[config.mk]
export PLATFORM = sky130hd
export DESIGN_NAME = cyk_rule_chain
export DESIGN_NICKNAME = d
export VERILOG_FILES = /design/src/rtl/core/cyk_pkg.sv /design/src/rtl/core/cyk_rule_cell.sv /design/src/rtl/core/cyk_rule_chain.sv
export SDC_FILE = /design/constraint.sdc
export NUM_CORES = 1
export LEC_CHECK = 0
export BUFFER_PORTS_ARGS = -buffer_cell sky130_fd_sc_hd__clkbuf_2
export CORE_UTILIZATION = 45
export DETAILED_ROUTE_END_ITERATION = 16
export PLACE_DENSITY = 0.68
export RECOVER_POWER = 50
export SLEW_MARGIN = 10
export SYNTH_ARGS = -nofsm -noshare
export SYNTH_HDL_FRONTEND = slang
export SYNTH_SLANG_ARGS = --single-unit
[constraint.sdc]
create_clock -name i_clk -period 1.23 [get_ports i_clk]
set_input_delay 0.123 -clock i_clk [delete_from_list [all_inputs] [get_ports i_clk]]
set_output_delay 0.123 -clock i_clk [all_outputs]
set_load 0.02 [all_outputs]
[src/rtl/core/cyk_pkg.sv]
// ----------------------------------------------------------------------------
// cyk_pkg: shared types and constants of the CYK recognizer
// Grammar sizes, register codes, beat structs and the sequencer states.
// ----------------------------------------------------------------------------
package cyk_pkg;

    localparam int MAX_WORDS        = 32;
    localparam int NONTERMINALS     = 8;
    localparam int RULE_SLOTS       = 24;
    localparam int TERMINAL_CLASSES = 4;

    localparam int SLOT_W         = 10;
    localparam int SLOTS_PER_WORD = 6;
    localparam int RULE_WORDS     = 4;
    localparam int RULE_W         = SLOT_W * SLOTS_PER_WORD;
    localparam int SET_W          = 8;
    localparam int CLASS_W        = 2;
    localparam int SYM_W          = 3;

    localparam int W_IDX  = (MAX_WORDS > 1) ? $clog2(MAX_WORDS) : 1;
    localparam int W_CNT  = $clog2(MAX_WORDS + 1);
    localparam int W_ADDR = 2 * W_IDX;
    localparam int W_INF  = $clog2(RULE_SLOTS + 4);

    localparam logic [SET_W-1:0] SET_MASK = SET_W'((1 << NONTERMINALS) - 1);

    localparam int PADDR_W = 6;
    localparam int PDATA_W = 64;

    localparam logic [2:0] REG_RULE0 = 3'd0;
    localparam logic [2:0] REG_RULE1 = 3'd1;
    localparam logic [2:0] REG_RULE2 = 3'd2;
    localparam logic [2:0] REG_RULE3 = 3'd3;
    localparam logic [2:0] REG_TMAP  = 3'd4;
    localparam logic [2:0] REG_START = 3'd5;

    typedef struct packed {
        logic [CLASS_W-1:0] word_class;
        logic               last_word;
    } t_item;

    typedef struct packed {
        logic             accepted;
        logic [SET_W-1:0] top_set;
        logic             too_long;
    } t_result;

    typedef struct packed {
        logic             valid;
        logic [SET_W-1:0] lft;
        logic [SET_W-1:0] rgt;
        logic [SET_W-1:0] acc;
    } t_beat;

    typedef enum logic [1:0] {
        S_IDLE,
        S_ISSUE,
        S_DRAIN,
        S_DONE
    } t_state;

endpackage

[src/rtl/core/cyk_rule_cell.sv]
// ----------------------------------------------------------------------------
// cyk_rule_cell: one binary rule stage
// Tests its rule against the passing pair and adds the lhs to the beat.
// ----------------------------------------------------------------------------
module cyk_rule_cell (
    input  logic                          i_clk,
    input  logic                          i_rst_n,
    input  logic [cyk_pkg::SLOT_W-1:0]    i_rule,
    input  cyk_pkg::t_beat                i_beat,
    output cyk_pkg::t_beat                o_beat
);
    import cyk_pkg::*;

    t_beat            r_beat;
    t_beat            n_beat;
    logic             hit;
    logic [SET_W-1:0] lhs_bit;

    always_comb begin
        hit     = i_rule[9] & i_beat.lft[i_rule[5:3]] & i_beat.rgt[i_rule[2:0]];
        lhs_bit = SET_W'(1) << i_rule[8:6];
        n_beat  = i_beat;
        if (hit) begin
            n_beat.acc = (i_beat.acc | lhs_bit) & SET_MASK;
        end
    end

    always_ff @(posedge i_clk) begin
        if (!i_rst_n) begin
            r_beat.valid <= 1'b0;
        end else begin
            r_beat.valid <= n_beat.valid;
        end
        r_beat.lft <= n_beat.lft;
        r_beat.rgt <= n_beat.rgt;
        r_beat.acc <= n_beat.acc;
    end

    assign o_beat = r_beat;

endmodule

[src/rtl/core/cyk_rule_chain.sv]
// ----------------------------------------------------------------------------
// cyk_rule_chain: row of rule cells
// A cell set pair walks one rule slot per cycle and leaves with its union.
// ----------------------------------------------------------------------------
module cyk_rule_chain (
    input  logic                       i_clk,
    input  logic                       i_rst_n,
    input  logic [cyk_pkg::RULE_W-1:0] i_rule_words [cyk_pkg::RULE_WORDS],
    input  cyk_pkg::t_beat             i_beat,
    output cyk_pkg::t_beat             o_beat
);
    import cyk_pkg::*;

    t_beat link [RULE_SLOTS+1];

    assign link[0] = i_beat;

    for (genvar s = 0; s < RULE_SLOTS; s++) begin : g_cell
        cyk_rule_cell u_cell (
            .i_clk   (i_clk),
            .i_rst_n (i_rst_n),
            .i_rule  (i_rule_words[s / SLOTS_PER_WORD]
                                  [SLOT_W*(s % SLOTS_PER_WORD) +: SLOT_W]),
            .i_beat  (link[s]),
            .o_beat  (link[s+1])
        );
    end

    assign o_beat = link[RULE_SLOTS];

endmodule

==> metrics.md <==
| Metric | Value |
|---|---|
| Pin count of the biggest net entering global routing | `25` |
| Initial Util | `a little under half` |
| Wire per inst | `about 18 um` |
| Hold Crit Class | `input port to flip-flop` |
| Mean Syn Cell Area | `approximately 13 um^2` |
| Worst Setup Start Kind | `input port` |
| Final ANT Viol Nets | `0` |
| Clock Tree Buf Depth | `3` |
| DP Cell Count | `around 2300` |
| Critical path's slowest cell | `dlygate4sd3_1` |
| Fillers | `around 2600` |
| Total negative slack | `-23.89 ns` |
| Placement Rows | `74` |
| IO buf count | `approximately 290` |
| Final Hold Fails | `2` |
| Post-Synth Simple-Gate Area | `7.47%` |
| Syn nets | `1664` |
| Register area share after synthesis | `~64%` |
| PnR worst setup slack | `-0.223 ns` |
| P&R area growth vs syn | `50.4%` |
| Slew Limit Fails | `0` |
| DRC | `0` |
| P per Cell Area | `~1600 nW/um^2` |
| CTS clk-pin slew, worst paths | `0.06 ns` |
| CP required | `about 1.8 ns` |
| Vias per Instance | `5.11` |
| CP startpoint | `i_rule_words[87]` |
| Root buffer cell | `clkbuf_16` |
| Fmax | `a little under 700 MHz` |
| Fin nets | `between 2000 and 2500` |
| Failing checks | `hold timing, setup timing` |
| Library cells used by synthesis | `20` |
| Final HPWL DP | `roughly 29000 um` |
| Post-route minimum period | `between 1 and 1.5 ns` |
| Total congestion overflow | `0` |
| Synth Warn # | `0` |
| Reg2reg end | `g_cell[23].u_cell.o_beat[7]` |
| Crit. End Element | `flip-flop` |
| Post-Syn Area | `roughly 19000 um^2` |
| Register Area | `between 10000 and 15000 um^2` |
| Final Cycle Share | `118%` |
| H-Tree Level Count | `2` |
| GRT Resource Usage Total | `roughly 21%` |
| Post-synthesis xor/xnor area fraction | `0%` |
| RD Place Congestion | `roughly 0.89` |
| Slowest stage delay, CP | `between 0.6 and 0.7 ns` |
| Reg-to-reg startpoint | `g_cell[22].u_cell.o_beat[10]` |
| Skew-Pair Late Insertion Delay | `0.61 ns` |
| Cells after Synth | `around 1400` |
| First-pass DRT Iterations | `5` |
| Clock share of power | `between 30% and 40%` |
| Combinational share of power | `between 10% and 20%` |
| Critical path arrival | `between 1.5 and 2 ns` |
| Setup crit end | `g_cell[14].u_cell.o_beat[1]` |
| CP Cell Sequence | `clkbuf_2 -> dlygate4sd3_1 -> nor2_2 -> nand3_1 -> dlygate4sd3_1 -> o31ai_2` |
| Core area | `slightly above 40000 um^2` |
| P_int | `~0.035 W` |
| Fin cells | `about 2600` |
| Main combinational cell family by area after synthesis | `multiplexers` |
| Share of power burned in registers | `46.9%` |
| Vias | `between 10000 and 15000` |
| Max-cap check violation count | `0` |
| Worst Path Buf+Inv | `3` |
| Initial antenna violation count | `7` |
| Adder-cell share of the synthesized area | `0%` |
| Ports | `just under 300` |
| Global-route wire length before repair | `~69000 um` |
| Maximum VDD drop | `roughly 1.1 mV` |
| Num CTS Buffers | `57` |
| Total power draw | `roughly 0.046 W` |
| Worst hold slack | `-0.0638 ns` |
| CTS tree | `built` |
| Critical path depth in cells | `6` |
| Share of cells above drive strength 1 | `about 43%` |
| Sw Ratio | `around 24%` |
| Register-to-register setup slack | `-0.18 ns` |
| Worst-Margin Slew | `between 0.3 and 0.4 ns` |
| Critical path class | `input port to flip-flop` |
| Mux contribution to synthesized area | `16.4%` |
| Clock Skew | `0.0264 ns` |
| Synth Area in Compound Gates | `a little over 8%` |
| Status | `finished with violations` |
| Leakage | `~12 nW` |
| Max reg flops | `600` |
| Headroom to the max-slew limit | `around three quarters` |
| Die Wd | `206 um` |
| Chip height | `just over 200 um` |
| Cell mode on critical path | `dlygate4sd3_1` |
| Final setup violation count | `between 150 and 200` |
| Core Util, Final | `between 60% and 70%` |
| Vias in the first global route | `14300` |
| Die area | `42400 um^2` |
| Crit path max-delay family | `buffers and inverters` |
| Post-Route WL | `48000 um` |
| Maximum fanout along the worst path | `4` |
| Drt initial violations | `752` |
| FF-to-FF path depth | `4` |
| Switching power | `~0.011 W` |
| RSZ-0062 raised after global routing | `yes` |
| CTS Sinks | `600` |
| Multi-input logic area | `between 7000 and 8000 um^2` |
| Synthesis-stage register bit count | `600` |
## stage by stage
stage / worst slack [ns] / area [um^2]
2_1_floorplan: 0.00434 / 18900
3_3_place_gp: -0.175 / 21700
3_5_place_dp: -0.208 / 21700
4_1_cts: -0.181 / 27000
5_1_grt: -0.266 / 28200
6_report: -0.223 / 28200
## what timing repair did
item	CTS	global route
pin swaps	148	57
endpoints found under the hold margin	232	44
resized for setup	184	211
hold buffers	177	17
endpoints found under the setup margin	192	217
buffers inserted	47	16
## layer usage
layer	routed length (um)	part of all wire [%]	vias to the layer above	GRT usage (%)
met3	3080	6.4	124	5.36
met5	53	0.11	-	0
met2	26800	56	435	41.3
li1	-	-	6350	-
met1	16500	34	6618	20.0
met4	1570	3.3	8	7.27
## logic make-up after synthesis
group,after synthesis
simple gates,264
mux,144
compound gates,192
buf+inv,197
flops,600
## cell usage after synthesis
cell      instances  area, um^2
and2_1           24         150
clkbuf_1          2        7.51
dfxtp_1         600       12000
inv_1           195         732
mux2i_2          36         495
mux2i_4          12         270
mux4_1           38         998
mux4_2           58        1310
nand2_1          59         221
nand2b_1         14        87.6
nand3_1          67         335
nand3b_1          8        60.1
nand4_1          17         106
nand4b_1          4        35.0
nor2_1           17        63.8
nor2b_1          49         307
nor3b_1           1        7.51
o31ai_1         138        1040
o41ai_1          54         473
or2_2             4        25.0
## worst min-delay path, delay by kind of cell
kind,cells,cell delay [ns]
AO/OA/AOI/OAI,1,0.06
buffers and inverters,1,0.09
AND/OR/NAND/NOR,2,0.23
## cell usage in the layout (no fill, tap or decap), drive strengths merged, types with 24 or more instances in the layout
cell type    netlist  routed
nand2             59      59
buf                0     166
and2              24      24
clkbuf             2     354
nor2b             49      49
mux2i             48      48
nand3             67      67
o31ai            138     138
dfxtp            600     600
dlygate4sd3        0     173
inv              195     196
mux4              96      96
o41ai             54      54
## power groups by stage
stage | Clock, W | Combinational, W | Sequential, W
finish | 0.0179 | 0.00639 | 0.0215
global route | 0.0190 | 0.00674 | 0.0216
CTS | 0.0181 | 0.00540 | 0.0214
detailed placement | 0 | 0.00386 | 0.0218
global placement | 0 | 0.00377 | 0.0218
floorplan | 0 | 0.00222 | 0.0217
## final cells by class
cell class                      count  share of cell area (%)
Antenna cell                        4                  0.0355
Clock buffer                       89                    6.28
Clock inverter                     16                   0.684
Inverter                          195                    2.60
Multi-Input combinational cell    600                    27.3
Sequential cell                   600                    42.9
Tap cell                          532                    2.36
Timing Repair Buffer              613                    17.8
## worst min path at each step
stage / startpoint / end / slack, ns / cells past startpoint
3_3_place_gp: i_beat[20] / g_cell[0].u_cell.o_beat[20] / 0.24 / 1
6_report: i_rule_words[127] / g_cell[6].u_cell.o_beat[2] / -0.06 / 4
2_1_floorplan: i_beat[10] / g_cell[0].u_cell.o_beat[10] / 0.15 / 0
5_1_grt: i_rule_words[127] / g_cell[6].u_cell.o_beat[2] / -0.05 / 4
3_5_place_dp: i_beat[20] / g_cell[0].u_cell.o_beat[20] / 0.24 / 1
4_1_cts: i_rule_words[179] / g_cell[11].u_cell.o_beat[4] / -0.20 / 3
Note: power is estimated with default switching activity, not from simulation.
